===== src/plti_pkg.sv =====
// ----------------------------------------------------------------------------
// plti_pkg
// Shared types and constants for the piecewise-linear table interpolator.
// ----------------------------------------------------------------------------
package plti_pkg;

  // request opcodes
  localparam logic OP_LOAD  = 1'b0;
  localparam logic OP_QUERY = 1'b1;

  // Q16.16 limits
  localparam logic [31:0] Q_MAX = 32'h7FFF_FFFF;
  localparam logic [31:0] Q_MIN = 32'h8000_0000;

  // quotient bits produced by the divider; larger quotients always saturate
  localparam int QBITS = 35;

  // controller to datapath commands
  typedef struct packed {
    logic load_entry;   // write request entry into the table
    logic latch_query;  // capture query value
    logic latch_a;      // capture entry k from the read port
    logic calc_diff;    // form magnitudes and sign from entries k, k+1
    logic mul;          // register |dy| * |dq|
    logic div_init;     // overflow check and divider setup
    logic div_step;     // one restoring division step
    logic add;          // add quotient to y[k] and clamp
    logic load_out;     // move result into the output register
  } plti_cmd_t;

  // datapath to controller status
  typedef struct packed {
    logic x_gt_q;  // breakpoint on the read port lies above the query
    logic flat;    // hold mode or zero-width segment
    logic big;     // quotient too wide for the divider bits; result saturates to the Q16.16 limits
  } plti_status_t;

endpackage


===== src/plti_controller.sv =====
// ----------------------------------------------------------------------------
// plti_controller
// Request handshake, point count register, segment scan and sequencing of
// the datapath; owns the output valid flag.
// ----------------------------------------------------------------------------
module plti_controller #(
  parameter int MAX_POINTS = 64
) (
  input  logic                           clk,
  input  logic                           rst,
  input  logic                           in_valid,
  output logic                           in_stall,
  input  logic                           opcode,
  output logic                           out_valid,
  input  logic                           out_stall,
  input  logic                           cfg_we,
  input  logic [6:0]                     cfg_wdata,
  input  plti_pkg::plti_status_t         status,
  output plti_pkg::plti_cmd_t            cmd,
  output logic [$clog2(MAX_POINTS)-1:0]  rd_addr
);
  import plti_pkg::*;

  localparam int AW = $clog2(MAX_POINTS);
  localparam int CW = $clog2(MAX_POINTS + 1);

  localparam logic [3:0] ST_IDLE     = 4'd0;
  localparam logic [3:0] ST_SCAN     = 4'd1;
  localparam logic [3:0] ST_RD_A     = 4'd2;
  localparam logic [3:0] ST_RD_B     = 4'd3;
  localparam logic [3:0] ST_DIFF     = 4'd4;
  localparam logic [3:0] ST_MUL      = 4'd5;
  localparam logic [3:0] ST_DIV_INIT = 4'd6;
  localparam logic [3:0] ST_DIV      = 4'd7;
  localparam logic [3:0] ST_ADD      = 4'd8;
  localparam logic [3:0] ST_FIN      = 4'd9;

  logic [3:0]    state;
  logic [3:0]    state_next;
  logic [6:0]    point_count;
  logic [CW-1:0] n_act;
  logic [CW-1:0] n_act_next;
  logic [CW-1:0] n_clamp;
  logic [CW-1:0] scan_idx;
  logic [CW-1:0] scan_idx_next;
  logic [CW-1:0] cmp_idx;
  logic [CW-1:0] cmp_idx_next;
  logic          cmp_valid;
  logic          cmp_valid_next;
  logic [AW-1:0] k;
  logic [AW-1:0] k_next;
  logic [5:0]    div_cnt;
  logic [5:0]    div_cnt_next;
  logic          out_valid_next;
  logic          in_acc;
  logic          k_last;

  assign in_acc   = in_valid && !in_stall;
  assign in_stall = (state != ST_IDLE);
  assign k_last   = (CW'(k) == n_act - CW'(1));

  // active breakpoint count, clamped to at least 2 and at most the table size
  always_comb begin
    if (point_count < 7'd2) begin
      n_clamp = CW'(2);
    end else if (int'(point_count) > MAX_POINTS) begin
      n_clamp = CW'(MAX_POINTS);
    end else begin
      n_clamp = CW'(point_count);
    end
  end

  // sequencing
  always_comb begin
    state_next     = state;
    n_act_next     = n_act;
    scan_idx_next  = scan_idx;
    cmp_idx_next   = cmp_idx;
    cmp_valid_next = cmp_valid;
    k_next         = k;
    div_cnt_next   = div_cnt;
    out_valid_next = out_valid && out_stall;
    cmd            = '0;
    rd_addr        = scan_idx[AW-1:0];
    case (state)
      ST_IDLE: begin
        if (in_acc) begin
          if (opcode == OP_QUERY) begin
            cmd.latch_query = 1'b1;
            n_act_next      = n_clamp;
            scan_idx_next   = CW'(1);
            cmp_valid_next  = 1'b0;
            k_next          = '0;
            state_next      = ST_SCAN;
          end else begin
            cmd.load_entry = 1'b1;
          end
        end
      end
      // one read per cycle; the compare sees each address in the cycle after it is issued
      ST_SCAN: begin
        scan_idx_next  = scan_idx + CW'(1);
        cmp_idx_next   = scan_idx;
        cmp_valid_next = 1'b1;
        if (cmp_valid) begin
          if (status.x_gt_q) begin
            state_next = ST_RD_A;
          end else begin
            k_next = cmp_idx[AW-1:0];
            if (cmp_idx == n_act - CW'(1)) begin
              state_next = ST_RD_A;
            end
          end
        end
      end
      ST_RD_A: begin
        rd_addr    = k;
        state_next = ST_RD_B;
      end
      ST_RD_B: begin
        rd_addr     = k + AW'(1);
        cmd.latch_a = 1'b1;
        state_next  = ST_DIFF;
      end
      ST_DIFF: begin
        cmd.calc_diff = 1'b1;
        state_next    = (k_last || status.flat) ? ST_FIN : ST_MUL;
      end
      ST_MUL: begin
        cmd.mul    = 1'b1;
        state_next = ST_DIV_INIT;
      end
      ST_DIV_INIT: begin
        cmd.div_init = 1'b1;
        div_cnt_next = '0;
        state_next   = status.big ? ST_FIN : ST_DIV;
      end
      ST_DIV: begin
        cmd.div_step = 1'b1;
        div_cnt_next = div_cnt + 6'd1;
        if (div_cnt == 6'(QBITS - 1)) begin
          state_next = ST_ADD;
        end
      end
      ST_ADD: begin
        cmd.add    = 1'b1;
        state_next = ST_FIN;
      end
      // wait for the output register to free up
      ST_FIN: begin
        if (!out_valid || !out_stall) begin
          cmd.load_out   = 1'b1;
          out_valid_next = 1'b1;
          state_next     = ST_IDLE;
        end
      end
      default: begin
        state_next = ST_IDLE;
      end
    endcase
  end

  // control registers
  always_ff @(posedge clk) begin
    if (rst) begin
      state       <= ST_IDLE;
      out_valid   <= 1'b0;
      point_count <= 7'd2;
      cmp_valid   <= 1'b0;
    end else begin
      state     <= state_next;
      out_valid <= out_valid_next;
      cmp_valid <= cmp_valid_next;
      if (cfg_we) begin
        point_count <= cfg_wdata;
      end
    end
  end

  always_ff @(posedge clk) begin
    n_act    <= n_act_next;
    scan_idx <= scan_idx_next;
    cmp_idx  <= cmp_idx_next;
    k        <= k_next;
    div_cnt  <= div_cnt_next;
  end

`ifndef SYNTHESIS
  // a query closes the input side on the next cycle
  assert property (@(posedge clk) disable iff (rst)
    in_valid && !in_stall && (opcode == OP_QUERY) |=> in_stall)
    else $error("query did not start the sequencer");

  // divider count stays within the quotient width
  assert property (@(posedge clk) disable iff (rst)
    (state == ST_DIV) |-> (div_cnt < 6'(QBITS)))
    else $error("divider ran past its last step");

  // selected segment lies inside the active table
  assert property (@(posedge clk) disable iff (rst)
    (state == ST_RD_A) |-> (CW'(k) < n_act))
    else $error("segment index beyond point count");

  // a result appears only from the final state
  assert property (@(posedge clk) disable iff (rst)
    $rose(out_valid) |-> ($past(state) == ST_FIN))
    else $error("output valid raised outside final state");
`endif

endmodule

===== config.mk =====
export PLATFORM = sky130hd
export DESIGN_NAME = plti_controller
export DESIGN_NICKNAME = d
export VERILOG_FILES = /design/src/plti_pkg.sv /design/src/plti_controller.sv
export SDC_FILE = /design/constraint.sdc
export NUM_CORES = 1
export LEC_CHECK = 0
export BUFFER_PORTS_ARGS = -buffer_cell sky130_fd_sc_hd__buf_2
export CORE_UTILIZATION = 50
export CTS_CLUSTER_DIAMETER = 100
export DETAILED_ROUTE_END_ITERATION = 16
export PLACE_DENSITY = 0.71
export SYNTH_ARGS = -nofsm -noshare
export SYNTH_HDL_FRONTEND = slang
export SYNTH_SLANG_ARGS = --single-unit

===== constraint.sdc =====
create_clock -name clk -period 5 [get_ports clk]
set_clock_uncertainty 0.05 [all_clocks]
set_input_delay 0.25 -clock clk [delete_from_list [all_inputs] [get_ports clk]]
set_output_delay 0.25 -clock clk [all_outputs]
set_load 0.02 [all_outputs]

==> parameters.txt <==
Parameter                              Value

Outcome
  Run status    finished clean

Place
  Buffers added on ports    32
  Placer congestion estimate    0.861
  Dpl hpwl    3.59 mm
  Worst slack at placement    2600 ps

Final layout
  Area of the multi-input gates    1230 um^2
  Final core area utilization    59.7%
  Layout cells sized above 1    18.3%
  Final net count    304
  Area overhead of the layout relative to synthesis    12.1%
  Filler instances    419
  Ant diodes    0
  Flip-flop and latch area    1250 um^2

Floorplanning
  Chip height    around 74 um
  Standard-cell rows    25
  Area of the core region    4850 um^2
  I/O pin count    33
  Horiz. Die Dim    73.9 um
  Initial standard-cell utilization of the core    53.3%
  Total die area    around 5500 um^2

GRT
  Vias in the first global route    1,724
  Initial antenna violation count    0
  Global-route usage over all layers    19.5%
  Remaining global-route overflow    0
  Maximum number of pins on one net before global-route repair    19
  Wire length of the first global-routing pass    7.94 mm

Run
  Max capacitance violation total    0

Clock network
  H-tree Lvls    2
  Count of hold buffers inserted by post-cts repair    0
  Clock-pin transition on the worst setup and hold timing paths    about 80 ps
  Sinks on the clock net    46
  Master cell of the clock root buffer    clkbuf_8
  Clock insertion delay at the later pin of the skew report    290 ps
  Number of buffers on the longest clock path    2
  Total CTS buffers    5
  Post-CTS setup repair buffer count    0
  Clock tree from TritonCTS    yes
  Number of gates resized after cts    0

Timing
  Final number of hold-violating endpoints    0
  Relative max-transition margin    between 50% and 60%
  Final setup violation count    0
  Total negative slack for setup checks    0 ps
  Shortest clock period the worst path allows after layout    2430 ps
  Final worst-path cycle share    approximately half
  Worst slack on hold paths    134 ps
  Peak clock frequency supported by timing    411 MHz
  Transition at the pin with the smallest max-transition slack    690 ps
  Setup repair after global routing missed its margin    no
  Final Max Slew Viols    0
  PnR worst setup slack    2570 ps

Synth
  Primary flip-flop cell chosen by synthesis mapping    edfxtp_1
  Cell type contributing the most total cell area after synthesis    edfxtp_1
  Flip-flop and latch count after synthesis    46
  Synthesized area per cell    10.1 um^2
  Count of yosys warnings during synthesis    0
  Top-area cell type share of the netlist area    between 30% and 40%
  Post-synthesis sequential area ratio    48.4%
  Net count after synthesis    276
  Cell variety after synth    46
  Gate count of the mapped netlist    between 200 and 300
  Mapped cell area    2580 um^2
  Post-synthesis async set-or-reset flop share    0%
  Number of enable flip-flop cells after synthesis    33
  Top cells by area in the synthesized netlist    edfxtp_1 38%, dfxtp_1 10%, xnor2_1 5.8%

Setup path
  Endpoint arrival time on the critical path    2610 ps
  Worst Reg-to-Reg Cells    8
  Critical path capture point type    flop
  Worst Setup Start Kind    flop
  Reg-to-reg critical path endpoint    state[0]
  Kind of critical path    flop to flop
  CP required    5180 ps
  Crit Path Max Fanout    7
  Reg-to-Reg Start    n_act[0]
  Register-to-register path setup slack    2570 ps

Route
  Detailed Route Iter0 Violations    163
  DRT Wirelength    4.92 mm
  DR DRC count    0
  Average wire per cell in the routed design    around 14 um
  Antenna Nets Post-Route    0
  DR pass1 iterations    4
  Via density per instance    5.40
  Routed vias    1,894

Min path
  Classification of the worst-slack hold path    input pin to flop
  Number of cells traversed by the worst hold path    3
  Worst hold endpoint    point_count[1]
  Start point of the worst min-delay path    cfg_wdata[1]

Power and ir drop
  Pwr/cell area    458 nW/um^2
  Largest vdd supply drop    0.334 mV
  Leakage Power    1.12 nW
==> how the worst max path moves through the flow <==
stage,cells after the start,to,startpoint
final,8,state[0],n_act[0]
after global routing,8,state[0],n_act[0]
after CTS,8,state[0],n_act[0]
after detailed placement,8,state[0],n_act[0]
after global placement,8,state[3],n_act[0]
after floorplan,9,state[3],n_act[0]
==> final cells by class <==
cell class | count | share of cell area, %
Sequential cell | 46 | 43.2
Multi-Input combinational cell | 186 | 42.6
Timing Repair Buffer | 34 | 6.05
Tap cell | 67 | 2.89
Clock buffer | 5 | 2.38
Clock inverter | 3 | 1.56
Inverter | 10 | 1.30
==> kinds of logic after synthesis <==
family / after synthesis / synth area share (%)
simple gates: 104 / 21.0
flops: 46 / 48.4
compound gates: 38 / 10.2
xor+xnor: 29 / 10.4
buf+inv: 23 / 3.78
mux: 10 / 3.87
fa+ha+maj: 5 / 2.42
==> Yosys cell counts (all sizes together) (2+ instances only) <==
cell type  number
a2111oi         2
a21oi          17
a31oi           2
and2           10
and3            2
buf             4
clkbuf          9
dfxtp          13
edfxtp         33
ha              5
inv            10
mux2i          10
nand2          18
nand3           7
nand4           2
nor2           38
nor2b           6
nor3            4
nor3b           4
nor4            4
o211ai          2
o21a            2
o21ai           4
o31ai           3
or3             3
xnor2          17
xor2           11
==> layout by cell type, fill, tap and decap left out, drive strengths merged, types with 2 or more instances in the layout <==
| cell | instances |
|---|---|
| mux2i | 10 |
| nand3 | 7 |
| nand4 | 2 |
| o211ai | 2 |
| a31oi | 2 |
| edfxtp | 33 |
| and2 | 10 |
| clkbuf | 5 |
| nor2b | 6 |
| o21a | 2 |
| xnor2 | 17 |
| nand2 | 18 |
| inv | 10 |
| o31ai | 3 |
| clkinvlp | 2 |
| a21oi | 17 |
| nor2 | 38 |
| o21ai | 4 |
| nor3b | 4 |
| nor3 | 4 |
| buf | 34 |
| or3 | 3 |
| ha | 5 |
| xor2 | 11 |
| a2111oi | 2 |
| nor4 | 4 |
| dfxtp | 13 |
| and3 | 2 |
==> state kept, by name, indices dropped and copies added, names as in the netlist <==
register and cells:
div_cnt 6, k 6, cmp_valid 1, n_act 7, out_valid 1, cmp_idx 7
state 4, point_count 7, scan_idx 7
==> report_power, final <==
part	total, mW	leakage, nW	switching (mW)	internal (mW)
Clock	0.274	0.0504	0.126	0.149
Combinational	0.421	0.653	0.242	0.179
Sequential	0.630	0.414	0.111	0.520
==> metrics by stage <==
stage	instances	total power, mW	instance area (um^2)
floorplan	255	0.934	2580
global placement	343	1.05	2780
detailed placement	343	1.06	2780
CTS	351	1.34	2900
global route	351	1.41	2900
finish	351	1.33	2900
==> per-layer routing <==
metal | GRT usage (%) | part of all wire (%) | vias up
li1 | - | - | 948
met1 | 24.7 | 45 | 892
met3 | 5.08 | 4.5 | 6
met5 | 0 | 0 | -
met4 | 5.34 | 0.96 | 0
met2 | 32.8 | 49 | 48
==> critical path, cell delays in order (launching register included) <==
cell      delay (ps)
edfxtp_1         480
inv_1            100
ha_1             310
nor3b_2          300
nor3b_2          270
xnor3_1          240
nor4b_2          180
o31ai_4          230
mux2i_1          200
(Power assumes the default switching activity.)
